==> config.mk <==
export PLATFORM = sky130hd
export DESIGN_NAME = sign_magnitude_alu_top
export DESIGN_NICKNAME = d
export VERILOG_FILES = /design/src/sma_pkg.sv /design/src/sma_entry.sv /design/src/sma_div_stage.sv /design/src/sign_magnitude_alu_top.sv
export SDC_FILE = /design/constraint.sdc
export NUM_CORES = 2
export LEC_CHECK = 0
export BUFFER_PORTS_ARGS = -buffer_cell sky130_fd_sc_hd__buf_2
export CAP_MARGIN = 20
export CORE_AREA = 2 2 302 304
export CTS_CLUSTER_DIAMETER = 60
export DETAILED_ROUTE_END_ITERATION = 8
export DIE_AREA = 0 0 304 306
export PLACE_DENSITY = 0.79
export SKIP_LAST_GASP = 1
export SYNTH_ARGS = -nofsm -noshare
export SYNTH_HDL_FRONTEND = slang
export SYNTH_SLANG_ARGS = --single-unit
==> constraint.sdc <==
create_clock -name aclk -period 68.6 [get_ports aclk]
set_clock_uncertainty 0.05 [all_clocks]
set_input_delay 17.15 -clock aclk [delete_from_list [all_inputs] [get_ports aclk]]
set_output_delay 17.15 -clock aclk [all_outputs]
set_load 0.005 [all_outputs]
==> src/sma_pkg.sv <==
`default_nettype none

package sma_pkg;

    localparam int MAG_W  = 16;
    localparam int FRAC_W = 5;
    localparam int INT_W  = 32;
    localparam int CMD_W  = 2;

    localparam int QUO_W  = MAG_W + FRAC_W;
    localparam int ADD_W  = MAG_W + 2;
    localparam int PROD_W = 2 * MAG_W;

    localparam int DIV_STEPS_PER_STAGE = 3;
    localparam int DIV_STAGES = (QUO_W + DIV_STEPS_PER_STAGE - 1) / DIV_STEPS_PER_STAGE;

    localparam logic [CMD_W-1:0] CMD_ADD = 2'd0;
    localparam logic [CMD_W-1:0] CMD_MUL = 2'd1;
    localparam logic [CMD_W-1:0] CMD_DIV = 2'd2;

    typedef struct packed {
        logic [QUO_W-1:0] dvd;
        logic [MAG_W-1:0] rem;
        logic [MAG_W-1:0] dvs;
        logic             div_op;
        logic             div_zero;
        logic             r_sign;
        logic [INT_W-1:0] r_int;
    } sma_work_t;

endpackage

`default_nettype wire

==> src/sma_entry.sv <==
`default_nettype none

module sma_entry (
    input  wire logic                     aclk,
    input  wire logic                     aresetn,
    input  wire logic                     en,
    input  wire logic                     in_valid,
    input  wire logic [sma_pkg::CMD_W-1:0] cmd,
    input  wire logic                     a_sign,
    input  wire logic [sma_pkg::MAG_W-1:0] a_mag,
    input  wire logic                     b_sign,
    input  wire logic [sma_pkg::MAG_W-1:0] b_mag,
    output logic                          out_valid,
    output sma_pkg::sma_work_t            out_data
);

    sma_pkg::sma_work_t data_reg, data_next;
    logic               valid_reg;

    logic [sma_pkg::ADD_W-1:0]  a_ext, b_ext, va, vb, sum, sum_abs;
    logic [sma_pkg::PROD_W-1:0] prod;

    always_comb begin
        a_ext   = sma_pkg::ADD_W'(a_mag);
        b_ext   = sma_pkg::ADD_W'(b_mag);
        va      = a_sign ? (~a_ext + 1'b1) : a_ext;
        vb      = b_sign ? (~b_ext + 1'b1) : b_ext;
        sum     = va + vb;
        sum_abs = sum[sma_pkg::ADD_W-1] ? (~sum + 1'b1) : sum;
        prod    = sma_pkg::PROD_W'(a_mag) * sma_pkg::PROD_W'(b_mag);
    end

    always_comb begin
        data_next = '0;
        case (cmd)
            sma_pkg::CMD_ADD: begin
                data_next.r_sign = sum[sma_pkg::ADD_W-1];
                data_next.r_int  = sma_pkg::INT_W'(sum_abs);
            end
            sma_pkg::CMD_MUL: begin
                data_next.r_sign = a_sign ^ b_sign;
                data_next.r_int  = sma_pkg::INT_W'(prod);
            end
            sma_pkg::CMD_DIV: begin
                if (b_mag == '0) begin
                    data_next.div_zero = 1'b1;
                end else begin
                    data_next.div_op = 1'b1;
                    data_next.r_sign = a_sign ^ b_sign;
                    data_next.dvd    = {a_mag, {sma_pkg::FRAC_W{1'b0}}};
                    data_next.dvs    = b_mag;
                end
            end
            default: begin
                data_next = '0;
            end
        endcase
    end

    always_ff @(posedge aclk) begin
        if (!aresetn) begin
            valid_reg <= 1'b0;
        end else if (en) begin
            valid_reg <= in_valid;
        end
    end

    always_ff @(posedge aclk) begin
        if (en) begin
            data_reg <= data_next;
        end
    end

    assign out_valid = valid_reg;
    assign out_data  = data_reg;

endmodule

`default_nettype wire

==> src/sma_div_stage.sv <==
`default_nettype none

module sma_div_stage #(
    parameter int STEPS = sma_pkg::DIV_STEPS_PER_STAGE
) (
    input  wire logic               aclk,
    input  wire logic               aresetn,
    input  wire logic               en,
    input  wire logic               in_valid,
    input  wire sma_pkg::sma_work_t in_data,
    output logic                    out_valid,
    output sma_pkg::sma_work_t      out_data
);

    sma_pkg::sma_work_t data_reg, data_next;
    logic               valid_reg;

    // Each step brings down one dividend bit and subtracts the divisor when it fits.
    always_comb begin
        logic [sma_pkg::MAG_W:0] trial;
        logic                    fits;
        data_next = in_data;
        for (int i = 0; i < STEPS; i++) begin
            trial = {data_next.rem, data_next.dvd[sma_pkg::QUO_W-1]};
            fits  = (trial >= {1'b0, data_next.dvs});
            if (fits) begin
                trial = trial - {1'b0, data_next.dvs};
            end
            data_next.rem = trial[sma_pkg::MAG_W-1:0];
            data_next.dvd = {data_next.dvd[sma_pkg::QUO_W-2:0], fits};
        end
    end

    always_ff @(posedge aclk) begin
        if (!aresetn) begin
            valid_reg <= 1'b0;
        end else if (en) begin
            valid_reg <= in_valid;
        end
    end

    always_ff @(posedge aclk) begin
        if (en) begin
            data_reg <= data_next;
        end
    end

    assign out_valid = valid_reg;
    assign out_data  = data_reg;

endmodule

`default_nettype wire

==> src/sign_magnitude_alu_top.sv <==
// Sign-magnitude ALU: add, multiply and divide of two 16-bit sign-magnitude
// operands, one transaction accepted per cycle unless a stalled output holds
// the pipeline. The depth is set by the restoring divider, which resolves 21
// quotient bits (16 integer and five fraction) at three bits per pipeline
// stage over seven stages, after one entry stage that also computes the sum
// and the product. All operations travel the same pipeline so results leave
// in order. A stalled output holds the whole pipeline; nothing is dropped or
// repeated. Divide by zero returns zero with div_zero set.
`default_nettype none

module sign_magnitude_alu_top (
    input  wire logic                      aclk,
    input  wire logic                      aresetn,
    input  wire logic                      s_valid,
    output logic                           s_ready,
    input  wire logic [sma_pkg::CMD_W-1:0] s_cmd,
    input  wire logic                      s_a_sign,
    input  wire logic [sma_pkg::MAG_W-1:0] s_a_mag,
    input  wire logic                      s_b_sign,
    input  wire logic [sma_pkg::MAG_W-1:0] s_b_mag,
    output logic                           m_valid,
    input  wire logic                      m_ready,
    output logic                           m_r_sign,
    output logic [sma_pkg::INT_W-1:0]      m_r_int,
    output logic [sma_pkg::FRAC_W-1:0]     m_r_frac,
    output logic                           m_div_zero
);

    localparam int NS  = sma_pkg::DIV_STAGES;
    localparam int SPS = sma_pkg::DIV_STEPS_PER_STAGE;

    logic                en;
    logic [NS:0]         stage_valid;
    sma_pkg::sma_work_t  stage_data [NS+1];
    sma_pkg::sma_work_t  last;
    logic                valid_reg;
    logic                sign_reg, sign_next;
    logic                dz_reg, dz_next;
    logic [sma_pkg::INT_W-1:0]  int_reg, int_next;
    logic [sma_pkg::FRAC_W-1:0] frac_reg, frac_next;

    assign en      = !valid_reg || m_ready;
    assign s_ready = en;

    sma_entry u_entry (
        .aclk      (aclk),
        .aresetn   (aresetn),
        .en        (en),
        .in_valid  (s_valid),
        .cmd       (s_cmd),
        .a_sign    (s_a_sign),
        .a_mag     (s_a_mag),
        .b_sign    (s_b_sign),
        .b_mag     (s_b_mag),
        .out_valid (stage_valid[0]),
        .out_data  (stage_data[0])
    );

    for (genvar g = 0; g < NS; g++) begin : g_div
        localparam int LEFT  = sma_pkg::QUO_W - g * SPS;
        localparam int STEPS = (LEFT < SPS) ? LEFT : SPS;

        sma_div_stage #(
            .STEPS (STEPS)
        ) u_stage (
            .aclk      (aclk),
            .aresetn   (aresetn),
            .en        (en),
            .in_valid  (stage_valid[g]),
            .in_data   (stage_data[g]),
            .out_valid (stage_valid[g+1]),
            .out_data  (stage_data[g+1])
        );
    end

    assign last = stage_data[NS];

    always_comb begin
        sign_next = last.r_sign;
        dz_next   = last.div_zero;
        if (last.div_op) begin
            int_next  = sma_pkg::INT_W'(last.dvd[sma_pkg::QUO_W-1:sma_pkg::FRAC_W]);
            frac_next = last.dvd[sma_pkg::FRAC_W-1:0];
        end else begin
            int_next  = last.r_int;
            frac_next = '0;
        end
    end

    always_ff @(posedge aclk) begin
        if (!aresetn) begin
            valid_reg <= 1'b0;
        end else if (en) begin
            valid_reg <= stage_valid[NS];
        end
    end

    always_ff @(posedge aclk) begin
        if (en) begin
            sign_reg <= sign_next;
            dz_reg   <= dz_next;
            int_reg  <= int_next;
            frac_reg <= frac_next;
        end
    end

    assign m_valid    = valid_reg;
    assign m_r_sign   = sign_reg;
    assign m_r_int    = int_reg;
    assign m_r_frac   = frac_reg;
    assign m_div_zero = dz_reg;

endmodule

`default_nettype wire
==> run_results.csv <==
group,metric,value,unit
yosys,yosysTopAreaCellShare,40.6,%
routing,wire_per_inst,18.9,um
cts,cts_tree,"built",
yosys,netlist_area,0.0489,mm^2
yosys,yosysMostFrequentCell,"edfxtp_1",
placement,hpwlAfterDp,80100,um
setup_path,arrival,18030,ps
setup_path,cp_max_fo,44,
routing,ant_nets,0,
hold_path,hold_depth,0,
final_layout,drive_gt1_share,9.45,%
floorplan,die_area,0.0930,mm^2
yosys,ys_warn_count,0,
sta,relSlewSlack,26.3,%
cts,clk_pin_slew,60,ps
routing,vias,33734,
cts,cts_hold_buf,0,
hold_path,whs_endpoint,"g_div[4].u_stage.out_data[77]$_DFFE_PP_",
setup_path,critPathKind,"in2out",
yosys,synthTopCellsByCount,"edfxtp_1, ha_1, inv_1",
routing,drtIter0Drc,2538,
yosys,ys_types,107,
cts,clk-insertion-delay-late,630,ps
setup_path,cp-end-kind,"primary output",
final_layout,seq_area,0.0201,mm^2
setup_path,r2r-end,"g_div[4].u_stage.out_data[56]$_DFFE_PP_",
sta,fin_crit_sh,51.4,%
yosys,synth_nets,5184,
cts,htreeDepth,3,
final_layout,fillCellCount,7057,
sta,hold_viol,0,
cts,postCtsResizedCells,0,
yosys,netlist_top_cells_area,"edfxtp_1, ha_1, fa_1",
final_layout,multi_input_area,0.0267,mm^2
global_route,gr-total-overflow,0,
sta,final_max_slew_viol_count,0,
setup_path,critical_path.startpoint,"m_ready",
setup_path,r2r_start,"g_div[3].u_stage.out_data[36]$_DFFE_PP_",
floorplan,die_y,306,um
yosys,synth_top_area_cell,"edfxtp_1",
floorplan,initial_core_util,54.6,%
sta,setup_tns,0,ps
global_route,antenna_found_initial,4,
floorplan,die_w,304,um
global_route,globalRouteTotalUtil,23.3,%
cts,post_cts_buffers,0,
setup_path,crit_required,51400,ps
yosys,yosys_most_used_dff,"edfxtp_1",
sta,final.min_clock_period,35230,ps
yosys,synthCells,4489,
global_route,grt_pass1_wl,174000,um
final_layout,syn_to_final_growth,7.80,%
setup_path,reg2regPathDepth,32,
sta,fmax,28.4,MHz
sta,rsz0062_at_grt,"no",
placement,gp_congestion,0.926,
routing,via_per_inst,5.86,
routing,route.detailed.drc,0,
cts,cts_buffers,72,
placement,io_buffers,80,
routing,dr.pass1.iters,5,
hold_path,hp-class,"reg2reg",
sta,tightestPinTransition,1110,ps
setup_path,r2r_setup_slack,58840,ps
run_status,outcome,"finished, final reports clean",
hold_path,hold_start,"g_div[3].u_stage.out_data[74]$_DFFE_PP_",
global_route,first_global_vias,33597,
yosys,synth-edff-count,662,
cts,clock_path_buffers,3,
floorplan,core_region_area,0.0896,mm^2
run,maxCapViolations,0,
global_route,grt_max_degree,195,
floorplan,num_rows,110,
routing,wl,109000,um
final_layout,final_net_count,5223,
cts,cts_root_buffer,"clkbuf_16",
yosys,ys_seq_elements,671,
yosys,ys_seq_area_share,41.0,%
cts,cts.sinks,671,
setup_path,start_kind,"input port",
yosys,synth.avg_cell_area,10.9,um^2
sta,setup_viol,0,
yosys,postSynth.asyncResetShare,0,%
floorplan,io_pins,81,
==> cell families (layout without fill, tap and decap cells) <==
group	count (synthesis)	in the layout	synth area share, %
simple gates	1186	1186	11.8
compound gates	894	894	12.1
flops	671	671	41.0
fa+ha+maj	655	655	20.0
buf+inv	564	655	4.52
xor+xnor	316	316	5.67
mux	203	203	4.81
other cells	0	2	0
==> sequential cells by signal, indices dropped and copies added, names as in the netlist <==
| name | count |
|---|---|
| m_r_sign | 1 |
| g_div.u_stage.out_valid | 7 |
| m_r_frac | 5 |
| g_div.u_stage.out_data | 556 |
| m_r_int | 32 |
| u_entry.out_data | 67 |
| m_div_zero | 1 |
| u_entry.out_valid | 1 |
| m_valid | 1 |
==> final cells by class <==
| class | count | share of cell area (%) |
|---|---|---|
| antenna | 2 | 0.00949 |
| clock buffer | 85 | 3.51 |
| clock inverter | 41 | 0.961 |
| inverter | 436 | 3.12 |
| multi-input combinational | 3254 | 50.5 |
| sequential | 671 | 38.0 |
| tap | 1176 | 2.79 |
| timing repair buffer | 93 | 1.03 |
==> layout by cell type, fill, tap and decap left out, types with 15 or more instances in the layout <==
master	n
nor2b_1	73
nand2_1	375
mux2_1	18
a211oi_1	22
nor4_1	18
o41ai_1	15
and2_1	132
o211ai_1	21
mux2_4	25
nand4_1	41
o21ai_0	183
edfxtp_1	662
inv_1	435
a2111oi_0	19
ha_1	443
mux2_2	140
a31oi_1	26
nor3_1	80
nand2b_1	39
clkbuf_16	72
buf_2	80
or3_1	22
o21bai_1	30
o31a_1	20
o21a_1	58
a21oi_1	260
nand3_1	51
o31ai_1	23
xor2_1	96
fa_1	212
nor2_1	261
mux2i_1	20
and3_1	23
a21o_1	89
xnor2_1	219
==> critical path: stages <==
cell,delay (ps)
buf_2,80
nor2b_1,40
buf_4,180
inv_8,300
buf_2,210
==> worst max-delay path by stage <==
| stage | to | slack [ps] | cells past startpoint |
|---|---|---|---|
| floorplan | s_ready | 21750 | 3 |
| global route | s_ready | 33330 | 5 |
| finish | s_ready | 33370 | 5 |
| CTS | s_ready | 33370 | 5 |
| global placement | s_ready | 33380 | 5 |
| detailed placement | s_ready | 33380 | 5 |
==> per-layer routing <==
layer | vias to the layer above | global-route usage, % | part of all wire (%)
met5 | - | 0 | 0.014
met4 | 2 | 8.92 | 3.7
met3 | 249 | 3.58 | 5.8
met2 | 1069 | 40.7 | 49
met1 | 16319 | 29.3 | 41
li1 | 16095 | - | -
==> stage by stage <==
step / util [%] / worst slack (ps) / instances / cell area (um^2) / hold slack [ps]
2_1_floorplan: - / 21750 / 4489 / 48900 / 350
3_3_place_gp: 56.2 / 33380 / 5629 / 50400 / 350
3_5_place_dp: 56.2 / 33380 / 5629 / 50400 / 355
4_1_cts: 58.8 / 33370 / 5755 / 52700 / 353
5_1_grt: 58.9 / 33330 / 5757 / 52700 / 360
6_report: 58.9 / 33370 / 5758 / 52700 / 355
Power is not shown: default switching activity piles up to over one toggle a cycle in this logic, so the estimate is an artifact.
